`config.mk`:
```
export PLATFORM = sky130hd
export DESIGN_NAME = dmflb_outq
export DESIGN_NICKNAME = d
export VERILOG_FILES = /design/src/rtl/dmflb_pkg.sv /design/src/rtl/dmflb_outq.sv
export SDC_FILE = /design/constraint.sdc
export NUM_CORES = 1
export LEC_CHECK = 0
export BUFFER_PORTS_ARGS = -buffer_cell sky130_fd_sc_hd__buf_2
export CORE_MARGIN = 1
export CORE_UTILIZATION = 48
export CTS_BUF_LIST = sky130_fd_sc_hd__clkbuf_8
export DETAILED_ROUTE_END_ITERATION = 6
export GPL_TIMING_DRIVEN = 0
export PLACE_DENSITY = 0.81
export SYNTH_ARGS = -nofsm -noshare
export SYNTH_HDL_FRONTEND = slang
export SYNTH_SLANG_ARGS = --single-unit
```
`constraint.sdc`:
```
create_clock -name clk -period 2.7 [get_ports clk]
set_input_delay 0.27 -clock clk [delete_from_list [all_inputs] [get_ports clk]]
set_output_delay 0.27 -clock clk [all_outputs]
set_load 0.05 [all_outputs]
```
`src/rtl/dmflb_pkg.sv`:
```
// ----------------------------------------------------------------------------
// dmflb_pkg
// Shared types and constants for the dual-mode FIFO/LIFO buffer.
// ----------------------------------------------------------------------------
`default_nettype none

package dmflb_pkg;

  localparam int DEPTH_DEFAULT     = 1024;
  localparam int WORD_BITS_DEFAULT = 32;

  // Configuration register widths and indexes
  localparam int CAP_W     = 11;
  localparam int CFG_IDX_W = 2;
  localparam int CFG_W     = 11;

  localparam logic [CFG_IDX_W-1:0] REG_ORDER_MODE = 2'd0;
  localparam logic [CFG_IDX_W-1:0] REG_CAPACITY   = 2'd1;

  localparam logic [CAP_W-1:0] CAPACITY_RESET = 11'd1024;

  // Order modes
  localparam logic LIFO = 1'b0;
  localparam logic FIFO = 1'b1;

  // Operations
  localparam logic FUNC_PUSH = 1'b0;
  localparam logic FUNC_POP  = 1'b1;

  // Result status codes
  localparam logic [1:0] STATUS_OK    = 2'd0;
  localparam logic [1:0] STATUS_FULL  = 2'd1;
  localparam logic [1:0] STATUS_EMPTY = 2'd2;

  // Result metadata carried alongside the word
  typedef struct packed {
    logic [1:0]       status;
    logic [CAP_W-1:0] occupancy;
  } res_meta_t;

  // Control stage output: one beat of result, word still in the RAM read register
  typedef struct packed {
    logic      valid;
    logic      pop_ok;
    res_meta_t meta;
  } res_t;

endpackage

`default_nettype wire

```
`src/rtl/dmflb_outq.sv`:
```
// ----------------------------------------------------------------------------
// dmflb_outq
// Two-entry result queue that decouples the output handshake.
// ----------------------------------------------------------------------------
`default_nettype none

module dmflb_outq #(
  parameter int WORD_BITS = dmflb_pkg::WORD_BITS_DEFAULT
) (
  input  wire logic                   clk,
  input  wire logic                   rst,
  input  wire logic                   push,
  input  wire logic [WORD_BITS-1:0]   push_word,
  input  wire dmflb_pkg::res_meta_t   push_meta,
  input  wire logic                   out_ready,
  output logic                        out_valid,
  output logic      [WORD_BITS-1:0]   out_word,
  output dmflb_pkg::res_meta_t        out_meta,
  output logic      [1:0]             count
);

  logic [WORD_BITS-1:0]  word_q [2];
  dmflb_pkg::res_meta_t  meta_q [2];
  logic                  wr_ptr;
  logic                  rd_ptr;
  logic                  pop;

  assign out_valid = (count != 2'd0);
  assign pop       = out_valid && out_ready;
  assign out_word  = word_q[rd_ptr];
  assign out_meta  = meta_q[rd_ptr];

  always_ff @(posedge clk) begin
    if (rst) begin
      wr_ptr <= 1'b0;
      rd_ptr <= 1'b0;
      count  <= 2'd0;
    end else begin
      if (push) begin
        wr_ptr <= ~wr_ptr;
      end
      if (pop) begin
        rd_ptr <= ~rd_ptr;
      end
      case ({push, pop})
        2'b10:   count <= count + 2'd1;
        2'b01:   count <= count - 2'd1;
        default: count <= count;
      endcase
    end
  end

  always_ff @(posedge clk) begin
    if (push) begin
      word_q[wr_ptr] <= push_word;
      meta_q[wr_ptr] <= push_meta;
    end
  end

endmodule

`default_nettype wire

```
==> run summary <==
Part of the cycle the worst path needs = 0.736
Final cell count without fillers = 371
Crit-path cells = buf_2, buf_2, mux2_2, buf_2
I/O Pins = 97
CTS Hold Buffers Added = 0
Clk Latency, worst-skew pair = 0.35 ns
Max Clk Rate = 0.503 GHz
CTS H-Tree Depth = 3
Routability cong. = 0.616
Post-layout util = 0.620
Filler cells = 525
R2R depth = 2
Vias per Instance = 4.70
Worst path bufs/invs = 3
RSZ-0062 raised after global routing = no
Leakage power = 1.60 nW
Vias in the first global route = 1809
Clock Sinks = 95
Post-route DRC = 0
Crit path required time = 2.43 ns
Fraction of layout cells with a size suffix above 1 = 0.596
Gate Count Post-Synth = 162
Worst Tran Pin Value = 0.737 ns
Die Wd = 86.7 um
Hold-critical path depth = 1
First-pass GRT wire length = 8.29 mm
DR WL met2 = 2.76 mm
WL final = 5.37 mm
# nets final = 321
TritonCTS clock tree = built
Final ANT Viol Nets = 0
Synthesized Nets = 212
Pre-CTS setup slack = 1.05 ns
Drt first pass iters = 4
Cell variety after synth = 15
Post-CTS Setup Inserts = 0
Slew HR = 0.507
Final hold vios = 0
Final Max Slew Viols = 0
Setup CP Type = flop to output port
Die span in y = 86.7 um
Initial antenna violation count = 0
Post-cts resize count = 0
Max layer used = met4
Hold path startpoint = push_word[23]
Worst IR Drop VDD = 0.000752 V
Area grow syn2layout = 23.8%
Core area = 6870 sq um
Top Family by Delay on Critical Path = buffers and inverters
Post-Syn Area per Cell = 21.2 sq um
Remaining Overflow, GRT = 0
Skew final = 0.00752 ns
DIE AREA = 7510 sq um
Inserted Diodes = 0
Fin crit period = 1.99 ns
CTS Buffer Depth = 2
Clock-pin slew on the worst setup and hold paths = 0.09 ns
YS warnings = 0
Critical path startpoint category = flop
RR Startpoint = wr_ptr
Met3 WL = 344 um
Status = finished clean
Total Routing Usage GR = 0.154
Synthesized area = 3440 sq um
HP Class = input pin to flop
Critical Path Max Stage Delay = 0.37 ns
Pin count of the biggest net entering global routing = 28
Crit path depth = 4
Flops & latches, synth = 95
Max-cap violations = 0
Routed WL per cell = 14.5 um
Via count = 1743
Commonest non-fill, non-tap cell in the layout = buf_2
Critical path fanouts, max = 10
Register area share after synthesis = 0.815
Post-DP HPWL = 3.56 mm
Worst setup margin = 0.713 ns
First DRT Iteration DRCs = 48
Post-route met1 wirelength = 2.22 mm
Power Dens Cells = 928 nW/um^2
CP most frequent cell = buf_2
Critical path arrival = 1.72 ns
CTS buffer count = 9
Most frequent cells in the layout = buf_2, edfxtp_1, mux2_2
CTS Root Buffer Type = clkbuf_8
Initial core utilization = 0.501
Setup violators final = 0
Port bufs = 96
Slowest-stage cell, CP = mux2_2
CP Capture Type = output port
Placed insts = 356
Site Rows = 30
metal layers:
| metal | global-route usage | vias up |
|---|---|---|
| li1 | - | 848 |
| met3 | 0.0629 | 6 |
| met5 | 0 | - |
| met1 | 0.172 | 829 |
| met4 | 0.0682 | 0 |
| met2 | 0.259 | 60 |
synthesized netlist by cell type:
cell type	instances	area (sq um)
edfxtp_1	90	2700
nor2_1	5	18.8
a21oi_1	1	5.00
inv_1	1	3.75
or3_1	1	6.26
and2_1	1	6.26
xor2_1	1	8.76
xnor2_1	3	26.3
buf_2	5	25.0
ha_1	1	12.5
dfxtp_1	5	100
or2_2	1	6.26
o21ai_0	1	5.00
mux2_2	45	507
o21a_1	1	7.51
power by group:
group | internal [mW] | switching (mW)
clock | 0.325 | 0.463
combinational | 0.417 | 0.980
sequential | 1.73 | 0.0372
total | 2.47 | 1.48
logic make-up after synthesis:
| kind of cell | Yosys count | synth area share |
|---|---|---|
| compound gates | 3 | 0.00509 |
| xor+xnor | 4 | 0.0102 |
| fa+ha+maj | 1 | 0.00364 |
| buf+inv | 6 | 0.00836 |
| flops | 95 | 0.815 |
| mux | 45 | 0.147 |
| simple gates | 8 | 0.0109 |
through the flow:
step	TNS, ns	cell area, sq um	total power [mW]	hold WS, ns
6_report	0	4260	3.95	0.107
3_3_place_gp	-53.30	4040	3.19	0.457
3_5_place_dp	0	4100	3.21	0.462
2_1_floorplan	0	3440	2.92	0.339
5_1_grt	0	4260	4.12	0.0720
4_1_cts	0	4260	3.99	0.0906
flip-flops by register name, summed over array words and instances (netlist names), named ones only:
signal  flops
meta_q     26
count       2
rd_ptr      1
wr_ptr      1
word_q     64
final timing paths:
check,endpoint,slack (ns)
setup / recovery,out_meta[1],0.71
setup reg to reg,word_q[0][25],1.18
hold / removal,word_q[1][23],0.11
hold reg to reg,count[1],0.53
layout make-up:
cell class,count,area [sq um],area share
timing repair buffer,98,528,0.124
buffer,5,25.0,0.00587
clock buffer,9,124,0.0291
sequential,95,2800,0.658
tap,96,120,0.0282
multi-input combinational,61,618,0.145
inverter,1,3.75,0.000881
clock inverter,6,38.8,0.00910
Note: power is estimated with default switching activity, not from simulation.
