===== config.mk =====
export PLATFORM = sky130hd
export DESIGN_NAME = dmflb_ctrl
export DESIGN_NICKNAME = d
export VERILOG_FILES = /design/src/rtl/dmflb_pkg.sv /design/src/rtl/dmflb_ctrl.sv
export SDC_FILE = /design/constraint.sdc
export NUM_CORES = 1
export LEC_CHECK = 0
export BUFFER_PORTS_ARGS = -buffer_cell sky130_fd_sc_hd__buf_4
export CORE_MARGIN = 2
export CORE_UTILIZATION = 35
export DETAILED_ROUTE_END_ITERATION = 8
export SLEW_MARGIN = 20
export SYNTH_ARGS = -nofsm -noshare
export SYNTH_HDL_FRONTEND = slang
export SYNTH_SLANG_ARGS = --single-unit

===== constraint.sdc =====
create_clock -name clk -period 5.4 [get_ports clk]
set_clock_uncertainty 0.05 [all_clocks]
set_input_delay 0.27 -clock clk [delete_from_list [all_inputs] [get_ports clk]]
set_output_delay 0.27 -clock clk [all_outputs]
set_load 0.1 [all_outputs]

===== src/rtl/dmflb_pkg.sv =====
// ----------------------------------------------------------------------------
// dmflb_pkg
// Shared types and constants for the dual-mode FIFO/LIFO buffer.
// ----------------------------------------------------------------------------
`default_nettype none

package dmflb_pkg;

  localparam int DEPTH_DEFAULT     = 1024;
  localparam int WORD_BITS_DEFAULT = 32;

  // Configuration register widths and indexes
  localparam int CAP_W     = 11;
  localparam int CFG_IDX_W = 2;
  localparam int CFG_W     = 11;

  localparam logic [CFG_IDX_W-1:0] REG_ORDER_MODE = 2'd0;
  localparam logic [CFG_IDX_W-1:0] REG_CAPACITY   = 2'd1;

  localparam logic [CAP_W-1:0] CAPACITY_RESET = 11'd1024;

  // Order modes
  localparam logic LIFO = 1'b0;
  localparam logic FIFO = 1'b1;

  // Operations
  localparam logic FUNC_PUSH = 1'b0;
  localparam logic FUNC_POP  = 1'b1;

  // Result status codes
  localparam logic [1:0] STATUS_OK    = 2'd0;
  localparam logic [1:0] STATUS_FULL  = 2'd1;
  localparam logic [1:0] STATUS_EMPTY = 2'd2;

  // Result metadata carried alongside the word
  typedef struct packed {
    logic [1:0]       status;
    logic [CAP_W-1:0] occupancy;
  } res_meta_t;

  // Control stage output: one beat of result, word still in the RAM read register
  typedef struct packed {
    logic      valid;
    logic      pop_ok;
    res_meta_t meta;
  } res_t;

endpackage

`default_nettype wire


===== src/rtl/dmflb_ctrl.sv =====
// ----------------------------------------------------------------------------
// dmflb_ctrl
// Configuration registers, index/count bookkeeping and result status.
// ----------------------------------------------------------------------------
`default_nettype none

module dmflb_ctrl #(
  parameter int DEPTH = dmflb_pkg::DEPTH_DEFAULT,
  parameter int AW    = (DEPTH > 1) ? $clog2(DEPTH) : 1
) (
  input  wire logic                            clk,
  input  wire logic                            rst,
  input  wire logic                            accept,
  input  wire logic                            func,
  input  wire logic                            cfg_we,
  input  wire logic [dmflb_pkg::CFG_IDX_W-1:0] cfg_index,
  input  wire logic [dmflb_pkg::CFG_W-1:0]     cfg_data,
  output logic                                 mem_we,
  output logic                                 mem_re,
  output logic      [AW-1:0]                   mem_addr,
  output dmflb_pkg::res_t                      res
);

  localparam int CAP_W = dmflb_pkg::CAP_W;
  localparam int LW    = (AW + 1 > CAP_W) ? AW + 1 : CAP_W;
  localparam logic [LW-1:0] DEPTH_L = LW'(DEPTH);

  logic             order_mode;
  logic [CAP_W-1:0] capacity_in_use;
  logic [LW-1:0]    write_index, write_index_next;
  logic [LW-1:0]    read_index, read_index_next;
  logic [CAP_W-1:0] entry_count, entry_count_next;

  logic [LW-1:0]    cap;
  logic [LW-1:0]    cap_raw;
  logic [LW-1:0]    count_l;
  logic [LW-1:0]    w_cur, w_inc, w_dec, r_cur, r_inc;
  logic [LW-1:0]    addr_l;
  logic             full, empty;
  logic             op_ok;
  logic [1:0]       status_next;

  // Clamp capacity to 1..DEPTH
  always_comb begin
    cap_raw = LW'(capacity_in_use);
    if (capacity_in_use == '0) begin
      cap = LW'(1);
    end else if (cap_raw > DEPTH_L) begin
      cap = DEPTH_L;
    end else begin
      cap = cap_raw;
    end
  end

  always_comb begin
    count_l = LW'(entry_count);
    full    = (count_l >= cap);
    empty   = (entry_count == '0);

    w_cur = (write_index >= cap) ? '0 : write_index;
    w_inc = w_cur + LW'(1);
    if (order_mode == dmflb_pkg::FIFO && w_inc >= cap) begin
      w_inc = '0;
    end
    w_dec = (write_index == '0) ? '0 : write_index - LW'(1);

    r_cur = (read_index >= cap) ? '0 : read_index;
    r_inc = r_cur + LW'(1);
    if (r_inc >= cap) begin
      r_inc = '0;
    end

    write_index_next = write_index;
    read_index_next  = read_index;
    entry_count_next = entry_count;
    addr_l           = w_cur;
    mem_we           = 1'b0;
    mem_re           = 1'b0;
    op_ok            = 1'b0;
    status_next      = dmflb_pkg::STATUS_OK;

    if (func == dmflb_pkg::FUNC_PUSH) begin
      if (full) begin
        status_next = dmflb_pkg::STATUS_FULL;
      end else begin
        mem_we           = accept;
        write_index_next = w_inc;
        entry_count_next = entry_count + CAP_W'(1);
      end
    end else begin
      if (empty) begin
        status_next = dmflb_pkg::STATUS_EMPTY;
      end else if (order_mode == dmflb_pkg::LIFO) begin
        op_ok            = 1'b1;
        mem_re           = accept;
        addr_l           = w_dec;
        write_index_next = w_dec;
        entry_count_next = entry_count - CAP_W'(1);
      end else begin
        op_ok            = 1'b1;
        mem_re           = accept;
        addr_l           = r_cur;
        read_index_next  = r_inc;
        entry_count_next = entry_count - CAP_W'(1);
      end
    end
    mem_addr = addr_l[AW-1:0];
  end

  always_ff @(posedge clk) begin
    if (rst) begin
      order_mode      <= dmflb_pkg::FIFO;
      capacity_in_use <= dmflb_pkg::CAPACITY_RESET;
      write_index     <= '0;
      read_index      <= '0;
      entry_count     <= '0;
    end else if (cfg_we) begin
      case (cfg_index)
        dmflb_pkg::REG_ORDER_MODE: begin
          order_mode  <= cfg_data[0];
          write_index <= '0;
          read_index  <= '0;
          entry_count <= '0;
        end
        dmflb_pkg::REG_CAPACITY: begin
          capacity_in_use <= cfg_data;
          write_index     <= '0;
          read_index      <= '0;
          entry_count     <= '0;
        end
        default: begin
          // unknown index: drop the write
        end
      endcase
    end else if (accept) begin
      write_index <= write_index_next;
      read_index  <= read_index_next;
      entry_count <= entry_count_next;
    end
  end

  always_ff @(posedge clk) begin
    if (rst) begin
      res.valid <= 1'b0;
    end else begin
      res.valid <= accept;
    end
    if (accept) begin
      res.pop_ok         <= op_ok;
      res.meta.status    <= status_next;
      res.meta.occupancy <= entry_count_next;
    end
  end

endmodule

`default_nettype wire


==> flow_summary.json, run 1 <==
{
  "synth-edff-count": 14,
  "cellLeakagePower_nw": 2.51,
  "hold_class": "in -> reg",
  "grtUsageTotal_pct": 21.7,
  "critPathLaunchType": "flop",
  "dieHeight_um": 123,
  "finalHoldViolations": 0,
  "max_cap_violations": 0,
  "numCtsBuffers": 9,
  "drive_gt1_share_pct": 16.5,
  "ys.warnings.count": 0,
  "ctsHoldBuffers": 0,
  "wl_met1_um": 7060,
  "grt_first_pass_wirelength_um": 25200,
  "h-tree-depth": 3,
  "clock_sinks": 60,
  "portBuffers": 44,
  "final-setup-viol-count": 0,
  "boundaryPins": 45,
  "synth_nets": 720,
  "hpwl_um": 12100,
  "antenna_found_initial": 0,
  "rows": 43,
  "design_area_sq_um": 6010,
  "worstPathRequired_ps": 5620,
  "period_minus_slack_ps": 5090,
  "nFillCells": 1432,
  "crit_slowest_cell": "a2111oi_1",
  "utilization_pct": 43.3,
  "cts_buffer_depth": 2,
  "wl_per_cell_um": 17.9,
  "gp_congestion": 0.948,
  "grt_max_degree": 42,
  "synth_ff_type": "dfxtp_1",
  "cts_tree": "done",
  "powerDensity_nw_per_um2": 405,
  "synthesis.area_sq_um": 4990,
  "vias": 5003,
  "slowest_delay_ps": 460,
  "initial_core_util_pct": 35.9,
  "die-area_sq_um": 15200,
  "final_nets": 775,
  "areaGrowthSynthToFinish_pct": 20.4,
  "crit_path_max_fanout": 8,
  "seq_area_sq_um": 1340,
  "dp_cells": 861,
  "antennaDiodeCount": 0,
  "relSlewSlack_pct": 36.3,
  "async_flop_share_pct": 0,
  "vdd_drop_max_mv": 0.238,
  "syn_avg_cell_area_sq_um": 7.77,
  "via_per_inst": 5.67,
  "run_status": "finished, final reports clean",
  "wl_um": 15800,
  "grt_overflow_total": 0,
  "post_dp_cell_area_sq_um": 5590,
  "clk_pin_slew_ps": 50,
  "worstMarginPinSlew_ps": 955,
  "fin_crit_sh_pct": 94.3,
  "max_freq_ghz": 0.196,
  "critical_path_class": "reg -> reg",
  "wl_met2_um": 7150,
  "highest_layer": "met4",
  "synthCells": 642,
  "first_global_vias": 4708,
  "wl_met3_um": 989,
  "crit_arrival_ps": 5320,
  "cts_root_buffer": "clkbuf_16",
  "core-area_sq_um": 13900,
  "maxSlewViolCount": 0,
  "synth_cell_type_count": 64,
  "die_x_um": 123,
  "insertion_delay_ps": 350,
  "seq_area_frac_synth_pct": 26.9,
  "stdcell_count": 882,
  "ys_ff_latch": 60,
  "critPathCaptureType": "flop",
  "drc": 0,
  "drt_iter0_markers": 318,
  "first_pass_iters": 5,
  "multi_input_comb_area_sq_um": 3490,
  "antenna_left": 0
}
[worst paths after layout]
path	from	endpoint	slack [ps]	cells past startpoint
max	cap_raw[9]$_SDFFE_PP0P_	read_index[3]$_SDFFE_PP0P_	310	25
min	cfg_data[10]	cap_raw[10]$_SDFFE_PP1P_	90	2
max reg2reg	cap_raw[9]$_SDFFE_PP0P_	read_index[3]$_SDFFE_PP0P_	310	25
min reg2reg	cap_raw[0]$_SDFFE_PP0P_	cap_raw[0]$_SDFFE_PP0P_	430	2
[critical path: cells and delay by family (launching register included)]
family / cells / cell delay (ps)
AND/OR/NAND/NOR: 12 / 1990
adder cells (fa/ha/maj): 3 / 700
flip-flops: 1 / 330
buffers and inverters: 2 / 310
AO/OA/AOI/OAI: 8 / 1630
[Yosys cell counts (3+ instances only)]
cell type  number  share of area [%]
o31ai_1         3               0.45
clkbuf_1       21                1.6
ha_1           60                 15
a31oi_1         7               0.88
buf_2           3               0.30
a311o_1         3               0.60
nor4_1          5               0.63
nand4_1         5               0.63
nand2b_1       15                1.9
nand3_1        26                2.6
inv_1          18                1.4
nor3_1         20                2.0
nor2_1         75                5.6
a211oi_1       11                1.7
a2111oi_0       3               0.53
nand2_1        68                5.1
edfxtp_1       14                8.4
a21o_1          6               0.90
a22oi_1         5               0.75
nand3b_1        3               0.45
nor2b_1         6               0.75
dfxtp_1        46                 18
xnor2_1        11                1.9
and2_1         14                1.8
a21oi_1        66                6.6
nor3b_1         3               0.45
o22ai_1         3               0.38
or3_1          10                1.3
xor2_1         13                2.3
and3_1          8                1.0
o21a_1         12                1.8
o21ai_0        34                3.4
[layout make-up]
| class | instances | area share, % |
|---|---|---|
| Multi-Input combinational cell | 534 | 58.1 |
| Tap cell | 180 | 3.75 |
| Clock buffer | 9 | 3.75 |
| Timing Repair Buffer | 73 | 9.12 |
| Inverter | 19 | 1.25 |
| Clock inverter | 7 | 1.67 |
| Sequential cell | 60 | 22.3 |
[logic make-up after synthesis]
logic type,after synthesis,share of synthesized area (%)
AOI/OAI and AO/OA,180,23.2
xor gates and xnor gates,24,4.21
adders and majority gates,60,15.0
buffers and inverters,48,4.14
DFF,60,26.9
muxes,1,0.226
and+or+nand+nor,269,26.3
[through the flow]
step	TNS (ps)	hold slack [ps]	setup WS, ps	power [mW]
after floorplan	0	332	47.3	1.55
after global placement	0	420	115	1.79
after detailed placement	-287	422	-56.4	1.80
after CTS	0	92.7	6.47	2.43
after global routing	-68.7	99.6	-39.7	2.56
final	0	92.9	306	2.43
[sequential cells by signal (all words and copies together) (netlist names)]
signal       count
cap_raw         11
count_l         11
order_mode       1
res             15
write_index     11
read_index      11
[per-layer routing]
metal  track usage [%]  vias to the layer above
li1                  -                     2456
met2              34.6                      170
met3              4.34                       34
met5                 0                        -
met4              9.59                        0
met1              28.4                     2343
[cells in the final DEF (no fill, tap or decap), types with 11 or more instances in the layout]
cell type and count:
ha_1 59, a21oi_1 66, nor3_1 20, xor2_1 13, nand2b_1 15, nand3_1 25
dfxtp_1 46, edfxtp_1 14, o21a_1 12, inv_1 17, nor2_1 74, xnor2_1 11
and2_1 12, buf_4 73, o21ai_0 34, nand2_1 65
[report_power, final]
| group | switching (mW) | internal [mW] | leakage (nW) |
|---|---|---|---|
| sequential | 0.0625 | 0.534 | 0.516 |
| clock | 0.226 | 0.406 | 0.160 |
| combinational | 0.883 | 0.321 | 1.84 |
[timing repair]
item,CTS,global route
pin swaps,0,6
endpoints found under the hold margin,0,0
endpoints found under the setup margin,8,14
setup buffers,0,5
gates resized for setup,4,12
Power figures use the tool's default switching activity.
==> run 2: changes to the inputs <==
- CORE_ASPECT_RATIO: not set -> 2
==> flow_summary.json, run 2 (same netlist as run 1, synthesis figures left out) <==
{
  "run_status": "finished, final reports clean",
  "first_pass_iters": 5,
  "numCtsBuffers": 9,
  "hp-start": "cfg_data[10]",
  "pre_cts_slack_ps": -30.7,
  "antenna_found_initial": 0,
  "drc": 0,
  "wl_um": 16700,
  "vias": 5066,
  "wl_per_cell_um": 19.0,
  "via_per_inst": 5.75,
  "crit_chain": "clkinvlp_4, buf_4, nand2_1, ha_1, nand3_1, o22ai_1, a211oi_2, o21ai_1, nor2_1, ha_1, and2_1, and4_1, xnor2_1, nor2_1, ha_1, a211oi_1, nand2_1, nor3_2, o31ai_1, buf_4, or3_1, o31a_1, o32ai_1",
  "max_cap_violations": 0,
  "antennaDiodeCount": 0,
  "worstReg2RegStart": "cap_raw[10]$_SDFFE_PP1P_",
  "dieHeight_um": 173,
  "areaGrowthSynthToFinish_pct": 18.3,
  "cpMostUsedCell": "ha_1",
  "multi_input_comb_area_sq_um": 3490,
  "grtUsageTotal_pct": 22.4,
  "crit_arrival_ps": 5310,
  "clk_pin_slew_ps": 60,
  "mostFrequentLayoutCells": "74 x nor2_1, 66 x a21oi_1, 62 x nand2_1, 62 x buf_4, 60 x ha_1",
  "wl_met3_um": 570,
  "largest_register_ffs": 15,
  "grt_overflow_total": 0,
  "max_freq_ghz": 0.196,
  "insertion_delay_ps": 340,
  "gp_congestion": 1.03,
  "nFillCells": 1468,
  "boundaryPins": 45,
  "crit_slowest_cell": "dfxtp_1",
  "first_global_vias": 5031,
  "drt_iter0_markers": 288,
  "slowest_delay_ps": 430,
  "worstPathRequired_ps": 5600,
  "worst_slack_ps": 292,
  "hpwl_um": 13200,
  "drive_gt1_share_pct": 15.3,
  "layout_commonest_cell": "nor2_1",
  "cts_buffer_depth": 2,
  "critical_path_class": "reg -> reg",
  "critPathLaunchType": "flop",
  "die-area_sq_um": 15300,
  "top_register": "res",
  "die_x_um": 88.4,
  "wl_met2_um": 8950,
  "maxSlewViolCount": 0,
  "grt_max_degree": 42,
  "final_nets": 765,
  "cts_tree": "done",
  "highest_layer": "met4",
  "rows": 61,
  "portBuffers": 44,
  "seq_area_sq_um": 1340,
  "cts_root_buffer": "clkbuf_16",
  "crit_family": "simple AND/OR/NAND/NOR gates",
  "powerDensity_nw_per_um2": 403,
  "path_buf_inv": 3,
  "grt_first_pass_wirelength_um": 26300,
  "cellLeakagePower_nw": 2.45,
  "finalHoldViolations": 0,
  "critPathCaptureType": "flop",
  "antenna_left": 0,
  "clock_sinks": 60,
  "crit_path_max_fanout": 12,
  "worstMarginPinSlew_ps": 909,
  "vdd_drop_max_mv": 0.344,
  "startpoint": "cap_raw[10]$_SDFFE_PP1P_",
  "hold_class": "in -> reg",
  "fin_crit_sh_pct": 94.6,
  "h-tree-depth": 3,
  "core-area_sq_um": 13900,
  "design_area_sq_um": 5900,
  "initial_core_util_pct": 35.9,
  "post_dp_cell_area_sq_um": 5520,
  "r2r_setup_slack_ps": 290,
  "relSlewSlack_pct": 39.4,
  "final-setup-viol-count": 0,
  "period_minus_slack_ps": 5110,
  "wl_met1_um": 5940
}
run 2: worst paths after layout:
kind                            depth (start not counted)                     endpoint
worst min-delay path                                    2     cap_raw[10]$_SDFFE_PP1P_
worst max register to register                         23  write_index[3]$_SDFFE_PP0P_
worst min register to register                          2      cap_raw[3]$_SDFFE_PP0P_
worst max-delay path                                   23  write_index[3]$_SDFFE_PP0P_
run 2: metal layers:
layer | vias up | GRT usage (%)
li1 | 2436 | -
met1 | 2382 | 22.6
met2 | 181 | 40.4
met3 | 67 | 3.01
met4 | 0 | 15.5
met5 | - | 0
run 2: repair_timing:
item,in CTS,in global routing
setup endpoints to repair,7,14
hold buffers,0,0
cloned,0,1
setup buffers,0,5
gates resized for setup,3,12
pin swaps,0,2
run 2: report_power, final:
| part | switching (mW) | total (mW) | internal [mW] |
|---|---|---|---|
| Combinational | 0.886 | 1.20 | 0.316 |
| Sequential | 0.0624 | 0.596 | 0.534 |
| Clock | 0.224 | 0.579 | 0.355 |
| Total | 1.17 | 2.38 | 1.20 |
run 2: final cells by class:
cell class                      instances  share of cell area [%]
Timing Repair inverter                  1                  0.0848
Clock inverter                          7                    1.14
Inverter                               19                    1.27
Multi-Input combinational cell        534                    59.1
Sequential cell                        60                    22.7
Tap cell                              189                    4.01
Timing Repair Buffer                   62                    7.88
Clock buffer                            9                    3.81
run 2: per-stage QoR:
stage	total power, mW	util, %	hold WS [ps]	instances	setup TNS (ps)
after CTS	2.38	41.9	91.6	875	0
after detailed placement	1.79	39.7	425	859	-94.3
after global placement	1.78	39.7	420	859	0
final	2.38	42.5	101	881	0
after global routing	2.50	42.5	94.6	881	-286
after floorplan	1.55	-	332	642	0
==> run 3: changes to the inputs <==
- PLACE_DENSITY: not set -> 0.55
==> flow_summary.json, run 3 (same netlist as run 1, synthesis figures left out) <==
{
  "run_status": "finished, final reports clean",
  "portBuffers": 44,
  "tns_ps": 0,
  "design_area_sq_um": 5940,
  "grt_overflow_total": 0,
  "grtUsageTotal_pct": 23.2,
  "drt_iter0_markers": 357,
  "drc": 0,
  "antennaDiodeCount": 0,
  "period_minus_slack_ps": 5160,
  "top_register": "res",
  "worstReg2RegStart": "cap_raw[10]$_SDFFE_PP1P_",
  "p_int_mw": 1.21,
  "worstMarginPinSlew_ps": 890,
  "relSlewSlack_pct": 40.7,
  "grt_max_degree": 42,
  "boundaryPins": 45,
  "hold_class": "in -> reg",
  "numCtsBuffers": 9,
  "final_nets": 769,
  "final-setup-viol-count": 0,
  "die_x_um": 88.4,
  "cts_buffer_depth": 2,
  "vias": 5102,
  "swShare_pct": 49.6,
  "clock_sinks": 60,
  "crit_slowest_cell": "dfxtp_1",
  "cts_tree": "done",
  "whs_ps": 92.0,
  "wl_per_cell_um": 19.6,
  "finalHoldViolations": 0,
  "power_switching_mw": 1.19,
  "max_cap_violations": 0,
  "max_freq_ghz": 0.194,
  "cts_root_buffer": "clkbuf_16",
  "dieHeight_um": 173,
  "crit_path_max_fanout": 9,
  "die-area_sq_um": 15300,
  "crit_chain": "clkinvlp_4, nand2_2, ha_1, nand4_1, a21oi_1, or3_1, a311oi_2, nand2_1, inv_1, ha_1, nand3_1, nor2_2, nand3_1, and2_1, o21a_1, ha_1, o21ai_0, a221oi_1, o21ai_0, o211a_1, and2_2, o21ai_0, a21oi_1",
  "startpoint": "cap_raw[10]$_SDFFE_PP1P_",
  "initial_core_util_pct": 35.9,
  "powerDensity_nw_per_um2": 404,
  "mostFrequentLayoutCells": "73 x nor2_1, 67 x buf_4, 66 x a21oi_1",
  "utilization_pct": 42.7,
  "via_per_inst": 5.76,
  "critPathLaunchType": "flop",
  "clkPwrFrac_pct": 24.4,
  "path_buf_inv": 2,
  "rows": 61,
  "clk_pin_slew_ps": 60,
  "vdd_drop_max_mv": 0.357,
  "maxSlewViolCount": 0,
  "antenna_found_initial": 0,
  "first_global_vias": 5050,
  "layout_commonest_cell": "nor2_1",
  "hpwl_um": 13800,
  "post_dp_cell_area_sq_um": 5580,
  "multi_input_comb_area_sq_um": 3490,
  "worstPathRequired_ps": 5550,
  "h-tree-depth": 3,
  "crit_family": "simple AND/OR/NAND/NOR gates",
  "slowest_delay_ps": 410,
  "fin_crit_sh_pct": 95.5,
  "wl_um": 17300,
  "antenna_left": 0,
  "p_seq_share_pct": 24.6,
  "seq_area_sq_um": 1340,
  "critical_path_class": "reg -> reg",
  "nFillCells": 1458,
  "drive_gt1_share_pct": 15.7,
  "largest_register_ffs": 15,
  "first_pass_iters": 5,
  "insertion_delay_ps": 340,
  "combPwrFrac_pct": 51.1,
  "areaGrowthSynthToFinish_pct": 19.0,
  "hp-start": "cfg_data[10]",
  "cellLeakagePower_nw": 2.48,
  "gp_congestion": 1.05,
  "core-area_sq_um": 13900,
  "critPathCaptureType": "flop",
  "crit_arrival_ps": 5310,
  "grt_first_pass_wirelength_um": 26900
}
[run 3: changes by cell type in the layout (fill, tap and decap cells not counted), sizes merged]
cell      before  now
buf           62   67
clkinvlp       4    3
[run 3: area by class of cell]
cell class,count,share of cell area [%]
multi-input cells,534,58.8
repair buffers,67,8.47
well taps,189,3.98
inverters,19,1.26
clock buffers,9,3.79
clock inverters,7,1.14
flip-flops and latches,60,22.6
[run 3: final timing paths]
check | to | slack, ps | depth (start not counted)
setup / recovery | read_index[7]$_SDFFE_PP0P_ | 240 | 23
hold / removal | cap_raw[10]$_SDFFE_PP1P_ | 90 | 2
setup reg to reg | read_index[7]$_SDFFE_PP0P_ | 240 | 23
hold reg to reg | cap_raw[0]$_SDFFE_PP0P_ | 440 | 2
[run 3: routing by layer]
| metal | wire (um) | GRT usage [%] |
|---|---|---|
| met2 | 9310 | 41.5 |
| met4 | 1330 | 16.0 |
| met5 | 0 | 0 |
| met1 | 6060 | 23.5 |
| met3 | 638 | 3.44 |
[run 3: power by group through the flow]
stage | clock [mW] | sequential [mW] | combinational [mW]
2_1_floorplan | 0 | 0.813 | 0.734
3_3_place_gp | 0 | 0.596 | 1.21
3_5_place_dp | 0 | 0.597 | 1.22
4_1_cts | 0.589 | 0.588 | 1.22
5_1_grt | 0.609 | 0.598 | 1.30
6_report | 0.585 | 0.589 | 1.23
[run 3: through the flow]
step	std cells	setup WS, ps	total power [mW]
after floorplan	642	47.3	1.55
after global placement	867	-55.4	1.80
after detailed placement	867	-168	1.81
after CTS	883	31.8	2.40
after global routing	885	-91.1	2.51
final	885	243	2.40
[run 3: timing repair]
action | in CTS | in global routing
hold buffers | 0 | 0
endpoints found under the hold margin | 0 | 0
pin swaps | 0 | 3
buffers inserted | 0 | 2
endpoints found under the setup margin | 8 | 14
gates cloned | 0 | 0
resized for setup | 7 | 8
